==> src/hw/rtl/buddy_page_allocator_macros.svh <==
// Assertion macros for the buddy page allocator.
// No dependencies; included by the top level only.
`ifndef BUDDY_PAGE_ALLOCATOR_MACROS_SVH
`define BUDDY_PAGE_ALLOCATOR_MACROS_SVH
`ifndef SYNTH
// same-cycle implication
`define BPA_ASSERT_NOW(lbl, ante, cons) \
  lbl: assert property (@(posedge clk) disable iff (rst) (ante) |-> (cons)) \
    else $error("buddy allocator assertion failed");
// next-cycle implication
`define BPA_ASSERT_NEXT(lbl, ante, cons) \
  lbl: assert property (@(posedge clk) disable iff (rst) (ante) |=> (cons)) \
    else $error("buddy allocator assertion failed");
`else
`define BPA_ASSERT_NOW(lbl, ante, cons)
`define BPA_ASSERT_NEXT(lbl, ante, cons)
`endif
`endif

==> src/hw/rtl/bpa_pkg.sv <==
// Shared types, constants and codes of the buddy page allocator.
// No dependencies.
package bpa_pkg;

  localparam int PAGE_COUNT = 1024;
  localparam int MAX_ORDER  = 10;
  localparam int PAGE_BYTES = 4096;
  localparam int PAGE_AW    = $clog2(PAGE_COUNT);
  localparam int PAGE_SHIFT = $clog2(PAGE_BYTES);
  localparam int LINK_W     = PAGE_AW + 1;
  localparam int ORD_W      = 4;
  localparam int KCALC_W    = 5;
  localparam int PAGES_W    = 32 - PAGE_SHIFT;

  localparam logic [LINK_W-1:0] LINK_EMPTY = '1;
  localparam logic [4:0]        ORDER_NONE = 5'd31;

  typedef enum logic [1:0] {
    RES_OK        = 2'd0,
    RES_TOO_LARGE = 2'd1,
    RES_NO_SPACE  = 2'd2,
    RES_BAD_FREE  = 2'd3
  } bpa_res_t;

  typedef enum logic [1:0] {
    PS_FREE   = 2'd0,
    PS_ALLOC  = 2'd1,
    PS_INSIDE = 2'd2,
    PS_SPARE  = 2'd3
  } bpa_pstat_t;

  typedef struct packed {
    logic [4:0] order;
    bpa_pstat_t pstat;
  } bpa_info_t;

  typedef struct packed {
    logic        cmd;
    logic [30:0] request_bytes;
    logic [9:0]  page_index;
  } bpa_in_t;

  typedef struct packed {
    logic [1:0] status;
    logic [9:0] block_page;
    logic [3:0] block_order;
  } bpa_out_t;

  typedef enum logic [3:0] {
    S_CLEAR, S_IDLE, S_AFIND, S_APOP, S_ASPLIT, S_FCHK, S_BRD, S_BCHK,
    S_URD, S_UDATA, S_MERGE, S_PUSH, S_RESULT
  } bpa_state_t;

  typedef struct packed {
    logic     clr;
    logic     load;
    logic     find;
    logic     pop;
    logic     split;
    logic     fchk;
    logic     brd;
    logic     bchk;
    logic     urd;
    logic     udata;
    logic     merge;
    logic     push;
    logic     set_res;
    bpa_res_t res_code;
    logic     out_load;
  } bpa_cmd_t;

  typedef struct packed {
    logic clr_done;
    logic is_free;
    logic too_large;
    logic found;
    logic split_more;
    logic free_bad;
    logic ord_max;
    logic bud_ok;
    logic cur_empty;
    logic cur_is_bud;
  } bpa_stat_t;

endpackage

==> src/hw/rtl/bpa_ctrl.sv <==
// Sequencer of the buddy page allocator: steps alloc, free, merge and unlink.
// Depends on bpa_pkg.
module bpa_ctrl (
  input  logic              clk,
  input  logic              rst,
  input  logic              req_valid,
  output logic              req_ready,
  output logic              rsp_valid,
  input  logic              rsp_ready,
  input  bpa_pkg::bpa_stat_t st,
  output bpa_pkg::bpa_cmd_t  cmd
);
  import bpa_pkg::*;

  bpa_state_t state, state_next;
  logic       out_valid;

  always_ff @(posedge clk) begin
    if (rst) begin
      state     <= S_CLEAR;
      out_valid <= 1'b0;
    end else begin
      state <= state_next;
      if (cmd.out_load) begin
        out_valid <= 1'b1;
      end else if (rsp_ready) begin
        out_valid <= 1'b0;
      end
    end
  end

  assign rsp_valid = out_valid;
  assign req_ready = (state == S_IDLE);

  always_comb begin
    state_next   = state;
    cmd          = '0;
    cmd.res_code = RES_OK;
    unique case (state)
      S_CLEAR: begin
        cmd.clr = 1'b1;
        if (st.clr_done) state_next = S_IDLE;
      end
      S_IDLE: begin
        cmd.load = 1'b1;
        if (req_valid) state_next = S_AFIND;
      end
      S_AFIND: begin
        if (st.is_free) begin
          state_next = S_FCHK;
        end else if (st.too_large) begin
          cmd.set_res  = 1'b1;
          cmd.res_code = RES_TOO_LARGE;
          state_next   = S_RESULT;
        end else if (!st.found) begin
          cmd.set_res  = 1'b1;
          cmd.res_code = RES_NO_SPACE;
          state_next   = S_RESULT;
        end else begin
          cmd.find   = 1'b1;
          state_next = S_APOP;
        end
      end
      S_APOP: begin
        cmd.pop    = 1'b1;
        state_next = S_ASPLIT;
      end
      S_ASPLIT: begin
        cmd.split = 1'b1;
        if (!st.split_more) begin
          cmd.set_res = 1'b1;
          state_next  = S_RESULT;
        end
      end
      S_FCHK: begin
        // info of the page was read in the previous state
        if (st.free_bad) begin
          cmd.set_res  = 1'b1;
          cmd.res_code = RES_BAD_FREE;
          state_next   = S_RESULT;
        end else begin
          cmd.fchk   = 1'b1;
          state_next = S_BRD;
        end
      end
      S_BRD: begin
        cmd.brd    = 1'b1;
        state_next = st.ord_max ? S_PUSH : S_BCHK;
      end
      S_BCHK: begin
        cmd.bchk   = 1'b1;
        state_next = st.bud_ok ? S_URD : S_PUSH;
      end
      S_URD: begin
        cmd.urd    = 1'b1;
        state_next = st.cur_empty ? S_MERGE : S_UDATA;
      end
      S_UDATA: begin
        cmd.udata  = 1'b1;
        state_next = st.cur_is_bud ? S_MERGE : S_URD;
      end
      S_MERGE: begin
        cmd.merge  = 1'b1;
        state_next = S_BRD;
      end
      S_PUSH: begin
        cmd.push    = 1'b1;
        cmd.set_res = 1'b1;
        state_next  = S_RESULT;
      end
      S_RESULT: begin
        if (!out_valid || rsp_ready) begin
          cmd.out_load = 1'b1;
          state_next   = S_IDLE;
        end
      end
      default: state_next = S_IDLE;
    endcase
  end
endmodule

==> config.mk <==
export PLATFORM = sky130hd
export DESIGN_NAME = bpa_ctrl
export DESIGN_NICKNAME = d
export VERILOG_FILES = /design/src/hw/rtl/buddy_page_allocator_macros.svh /design/src/hw/rtl/bpa_pkg.sv /design/src/hw/rtl/bpa_ctrl.sv
export SDC_FILE = /design/constraint.sdc
export NUM_CORES = 1
export LEC_CHECK = 0
export BUFFER_PORTS_ARGS = -buffer_cell sky130_fd_sc_hd__clkbuf_2
export CAP_MARGIN = 10
export CORE_MARGIN = 10
export CORE_UTILIZATION = 42
export DETAILED_ROUTE_END_ITERATION = 12
export PLACE_DENSITY = 0.89
export SYNTH_ARGS = -nofsm -noshare
export SYNTH_HDL_FRONTEND = slang
export SYNTH_SLANG_ARGS = --single-unit
==> constraint.sdc <==
create_clock -name clk -period 1.5 [get_ports clk]
set_input_delay 0.075 -clock clk [delete_from_list [all_inputs] [get_ports clk]]
set_output_delay 0.075 -clock clk [all_outputs]
set_load 0.01 [all_outputs]
==> flow_metrics.tcl, run 1 <==
set metrics [dict create \
    status "complete, but fails checks" \
    violations "negative setup slack" \
    yosys_most_used_dff "dfxtp_1" \
    antenna_cells 0 \
    dp_hpwl_um 1710 \
    tightest_slew_ps 394.0 \
    h-tree-depth 1 \
    via_per_inst 6.132 \
    fill_cells 93 \
    grt_pass1_wl_um 3691 \
    insertion_delay_ps 260 \
    synthCells 83 \
    path_class "reg2out" \
    synth_warnings 0 \
    avgRoutedWirePerCell_um 18.40 \
    synth_area_sq_um 568.0 \
    p_total_uw 460.2 \
    maxCapViolCount 0 \
    firstDrtPassIters 4 \
    synth_edf_count 0 \
    io_buffers 31 \
    avgSynthCellArea_sq_um 6.844 \
    tns_ps -633.0 \
    clock-sinks 5 \
    pin_count 32 \
    skew_ps 8.691 \
    ys_ff_latch 5 \
    post-place-ws_ps 18.64 \
    cts.clk_slew.worst_paths_ps 50 \
    relSlewSlack 0.7349 \
    synthTopCellsByCount "13 x nor2_1, 8 x nand2b_1, 5 x a21oi_1, 5 x dfxtp_1, 5 x nor3_1" \
    worstSetupStartpointType "flip-flop" \
    cp_top_family "simple AND/OR/NAND/NOR gates" \
    critPathArrivalTime_ps 1590 \
    hold_buffers 0 \
    holdWs_ps 18.63 \
    grt_usage 0.1350 \
    cts_root_buf "clkbuf_4" \
    p_per_area_nw_per_um2 476.5 \
    drt-total-wl_um 2649 \
    yosysTopAreaCell "dfxtp_1" \
    path_cells "or3_4 -> or2_4 -> o31ai_2 -> buf_2" \
    ys_top_cells_by_area "dfxtp_1 18%, nand2b_1 8.8%, nor2_1 8.6%" \
    grt_max_degree 11 \
    dpl.cell_count 133 \
    antenna_found_initial 0 \
    final_nets 144 \
    crit_fanout 4 \
    fp.dieW_um 56.78 \
    fin_cells 144 \
    grt_pass1_vias 820 \
    die_area_sq_um 3223 \
    fmax_mhz 599.3 \
    slowest_delay_ps 380 \
    syn_nets 97 \
    yosysUniqueCellTypes 34 \
    drt-initial-drc-count 43 \
    core_area_sq_um 1285 \
    fp.dieH_um 56.78 \
    gr-total-overflow 0 \
    period_share 1.112 \
    maxSlewViolCount 0 \
    crit_required_ps 1420 \
    grt_setup_unrepaired "yes" \
    yosysMostFrequentCell "nor2_1" \
    synth_top_area_frac 0.1762 \
    hold_violations 0 \
    placed_cell_area_sq_um 775.7 \
    setup_violations 5 \
    start_util 0.4421 \
    via_count 883 \
    finish.utilization 0.7517 \
    ir_drop_mv 0.2949 \
    crit_buf_inv 1 \
    async_reset_ff_frac 0 \
    setup_ws_ps -168.5 \
    drive_above_1_share 0.5504 \
    cts_tree "yes" \
    core.rowCount 13 \
    ant_nets 0 \
    ys_seq_area_frac 0.1762 \
    cp_slowest_cell "or3_4" \
    cp-end-kind "output pin" \
    clk_path_buf_depth 2 \
    final_area_sq_um 965.9 \
    areaGrowthSynthToFinish_pct 70.04 \
    min-delay-path-class "in2reg" \
    numCtsBuffers 3 \
    gp_congestion 0.9181 \
    power_leakage_nw 0.4507 \
    drc 0 \
    rrSetupSlack_ps -120 \
    fin_crit_ps 1668 \
]
-- placed cells by master (no fill, tap or decap), drive strengths merged, types with 3 or more instances in the layout --
cell / instances
nor2b: 4
nor2: 13
o21ai: 4
buf: 21
inv: 3
dfxtp: 5
o22ai: 3
nand2b: 8
a21oi: 5
clkbuf: 30
nand2: 4
nor3: 5
nand3: 3
-- final timing paths --
| path | from | end | cells after the start |
|---|---|---|---|
| worst max-delay path | state[2] | cmd[2] | 4 |
| worst min-delay path | rst | state[2] | 2 |
| worst min register to register | rsp_valid | rsp_valid | 2 |
| worst max register to register | state[2] | state[1] | 6 |
-- routing by layer --
layer	global-route usage	up-vias	wire, um
met5	0	-	0
met1	0.1374	411	996
met4	0.05705	0	99
met2	0.2429	57	1342
li1	-	400	-
met3	0.04494	15	211
-- sequential cells by signal, indices dropped and copies added (netlist names) --
| name | count |
|---|---|
| state | 4 |
| rsp_valid | 1 |
-- report_power, final --
part	switching, mW	internal, mW
sequential	0.0114	0.135
clock	0.0689	0.101
combinational	0.0771	0.0666
total	0.157	0.303
-- cell type report --
type | count | area (sq um) | share of cell area
multi-input combinational | 70 | 510.5 | 0.5285
timing repair buffer | 47 | 289.0 | 0.2992
sequential | 5 | 110.1 | 0.1140
clock buffer | 4 | 26.28 | 0.02720
tap | 15 | 18.77 | 0.01943
inverter | 3 | 11.26 | 0.01166
-- cell families (layout without fill, tap and decap cells) --
logic type	count (synthesis)	count (layout)	synth area share
simple gates	47	47	0.4449
mux	1	1	0.02642
buf+inv	8	54	0.07929
flops	5	5	0.1762
compound gates	22	22	0.2731
-- what timing repair did --
action,in CTS,in global routing
pin swaps,3,6
resized for setup,11,20
hold endpoints to repair,0,0
buffers inserted,3,4
endpoints found under the setup margin,5,9
(Power assumes the default switching activity.)
==> run 2: changes to the inputs <==
--- a/config.mk
+++ b/config.mk
@@ -15,2 +15,3 @@
 export SYNTH_HDL_FRONTEND = slang
 export SYNTH_SLANG_ARGS = --single-unit
+export TNS_END_PERCENT = 100
==> constraint.sdc (replaced) <==
create_clock -name clk -period 1.5 [get_ports clk]
set_input_delay 0.075 -clock clk [delete_from_list [all_inputs] [get_ports clk]]
set_output_delay 0.075 -clock clk [all_outputs]
set_load 0.005 [all_outputs]
==> run 2 against run 1 <==
  * The run still ends with negative setup slack left
  * Via count down 4.9%
  * Clock-buffer cell count unchanged
  * First-iteration DRC count down 4.7%
  * Clock power down 3%
  * Worst setup slack better by 48 ps
  * Clock skew down 6.5 ps
  * Flip-flop and latch count unchanged
  * Cell count down 2.8%
==> flow_metrics.tcl, run 2 (same netlist as run 1, synthesis figures left out) <==
set metrics [dict create \
    status "complete, but fails checks" \
    violations "negative setup slack" \
    crit_required_ps 1420 \
    rrSetupSlack_ps 100 \
    fp.dieH_um 56.78 \
    grt_usage 0.1387 \
    firstDrtPassIters 4 \
    relSlewSlack 0.7511 \
    power_leakage_nw 0.4266 \
    final_nets 140 \
    p_total_uw 450.4 \
    hold_violations 0 \
    setup_ws_ps -120.8 \
    crit_fanout 4 \
    post-place-ws_ps 36.21 \
    core_area_sq_um 1285 \
    grt_pass1_wl_um 3795 \
    critPathArrivalTime_ps 1550 \
    cts_root_buf "clkbuf_4" \
    antenna_found_initial 0 \
    pin_count 32 \
    gr-total-overflow 0 \
    r2r-start "state[2]" \
    fmax_mhz 617.0 \
    numCtsBuffers 3 \
    holdWs_ps 33.87 \
    regMostFlops "state" \
    gp_congestion 0.9000 \
    timing.rr.end "state[1]" \
    via_count 840 \
    drt-total-wl_um 2445 \
    drt-initial-drc-count 41 \
    whs_endpoint "state[2]" \
    drive_above_1_share 0.5120 \
    largest_reg_flops 4 \
    layout_common_cells "29 x clkbuf_2, 12 x nor2_1, 11 x buf_4" \
    areaGrowthSynthToFinish_pct 59.69 \
    io_buffers 31 \
    ant_nets 0 \
    hold_buffers 0 \
    multi_input_area_sq_um 489.2 \
    grt_setup_unrepaired "yes" \
    fp.dieW_um 56.78 \
    setup_violations 3 \
    clk_path_buf_depth 2 \
    cts.clk_slew.worst_paths_ps 50 \
    core.rowCount 13 \
    grt_max_degree 15 \
    worstHoldStart "rst" \
    tightest_slew_ps 368.6 \
    period_share 1.081 \
    fin_crit_ps 1621 \
    die_area_sq_um 3223 \
    regArea_sq_um 112.6 \
    ir_drop_mv 0.2751 \
    worstSetupStartpointType "flip-flop" \
    insertion_delay_ps 240 \
    min-delay-path-class "in2reg" \
    antenna_cells 0 \
    dpl.cell_count 132 \
    skew_ps 2.178 \
    holdPathStages 2 \
    final_common_cell "clkbuf_2" \
    avgRoutedWirePerCell_um 17.46 \
    start_util 0.4421 \
    clock-sinks 5 \
    fin_cells 140 \
    h-tree-depth 1 \
    fill_cells 98 \
    maxCapViolCount 0 \
    cp-end-kind "output pin" \
    drc 0 \
    path_class "reg2out" \
    rr_worst_depth 5 \
    grt_pass1_vias 843 \
    via_per_inst 6.000 \
    p_per_area_nw_per_um2 496.5 \
    maxSlewViolCount 0 \
    cts_tree "yes" \
    dp_hpwl_um 1731 \
]
-- run 2: cell count changes in the layout (fill, tap and decap cells not counted), moves of 2 or more --
cell	delta
buf_4	-3
buf_2	-2
clkbuf_2	+3
buf_6	-2
-- run 2: worst max path at each step --
| stage | start | endpoint | cells past startpoint |
|---|---|---|---|
| 3_5_place_dp | state[3] | cmd[2] | 4 |
| 3_3_place_gp | state[0] | cmd[3] | 4 |
| 2_1_floorplan | state[3] | state[0] | 4 |
| 5_1_grt | state[3] | cmd[2] | 4 |
| 4_1_cts | state[2] | cmd[2] | 4 |
| 6_report | state[3] | cmd[2] | 4 |
-- run 2: what timing repair did --
item | 4_1_cts | 5_1_grt
setup buffers | 3 | 2
resized for setup | 13 | 10
pin swaps | 1 | 4
setup endpoints to repair | 6 | 7
-- run 2: per-stage QoR --
step | TNS (ps) | cell area [sq um] | utilization
floorplan | 0 | 568.0 | -
global placement | 0 | 768.2 | 0.5979
detailed placement | 0 | 768.2 | 0.5979
CTS | -263.6 | 854.6 | 0.6650
global route | -356.1 | 907.1 | 0.7059
finish | -188.1 | 907.1 | 0.7059
-- run 2: critical path: stages, from the launching register on --
cell     delay (ps)
dfxtp_4         350
or3_4           380
or2_4           270
o31ai_2         160
buf_2           140
-- run 2: routing by layer --
layer / vias up / GRT usage / wire (um)
met4: 0 / 0.07383 / 116
met2: 64 / 0.2351 / 1208
met5: - / 0 / 0
met3: 15 / 0.04719 / 215
met1: 370 / 0.1465 / 904
li1: 391 / - / -
-- run 2: final cells by class --
class	count	area share
Timing Repair Buffer	43	0.2745
Sequential cell	5	0.1241
Clock buffer	4	0.02897
Inverter	3	0.01241
Tap cell	15	0.02069
Multi-Input combinational cell	70	0.5393
-- run 2: where the power goes --
part	total [mW]	switching [mW]	internal [mW]	leakage [nW]
clock network	0.165	0.0641	0.101	0.0150
registers	0.146	0.0113	0.134	0.0433
logic	0.139	0.0692	0.0702	0.368
total	0.450	0.145	0.306	0.427
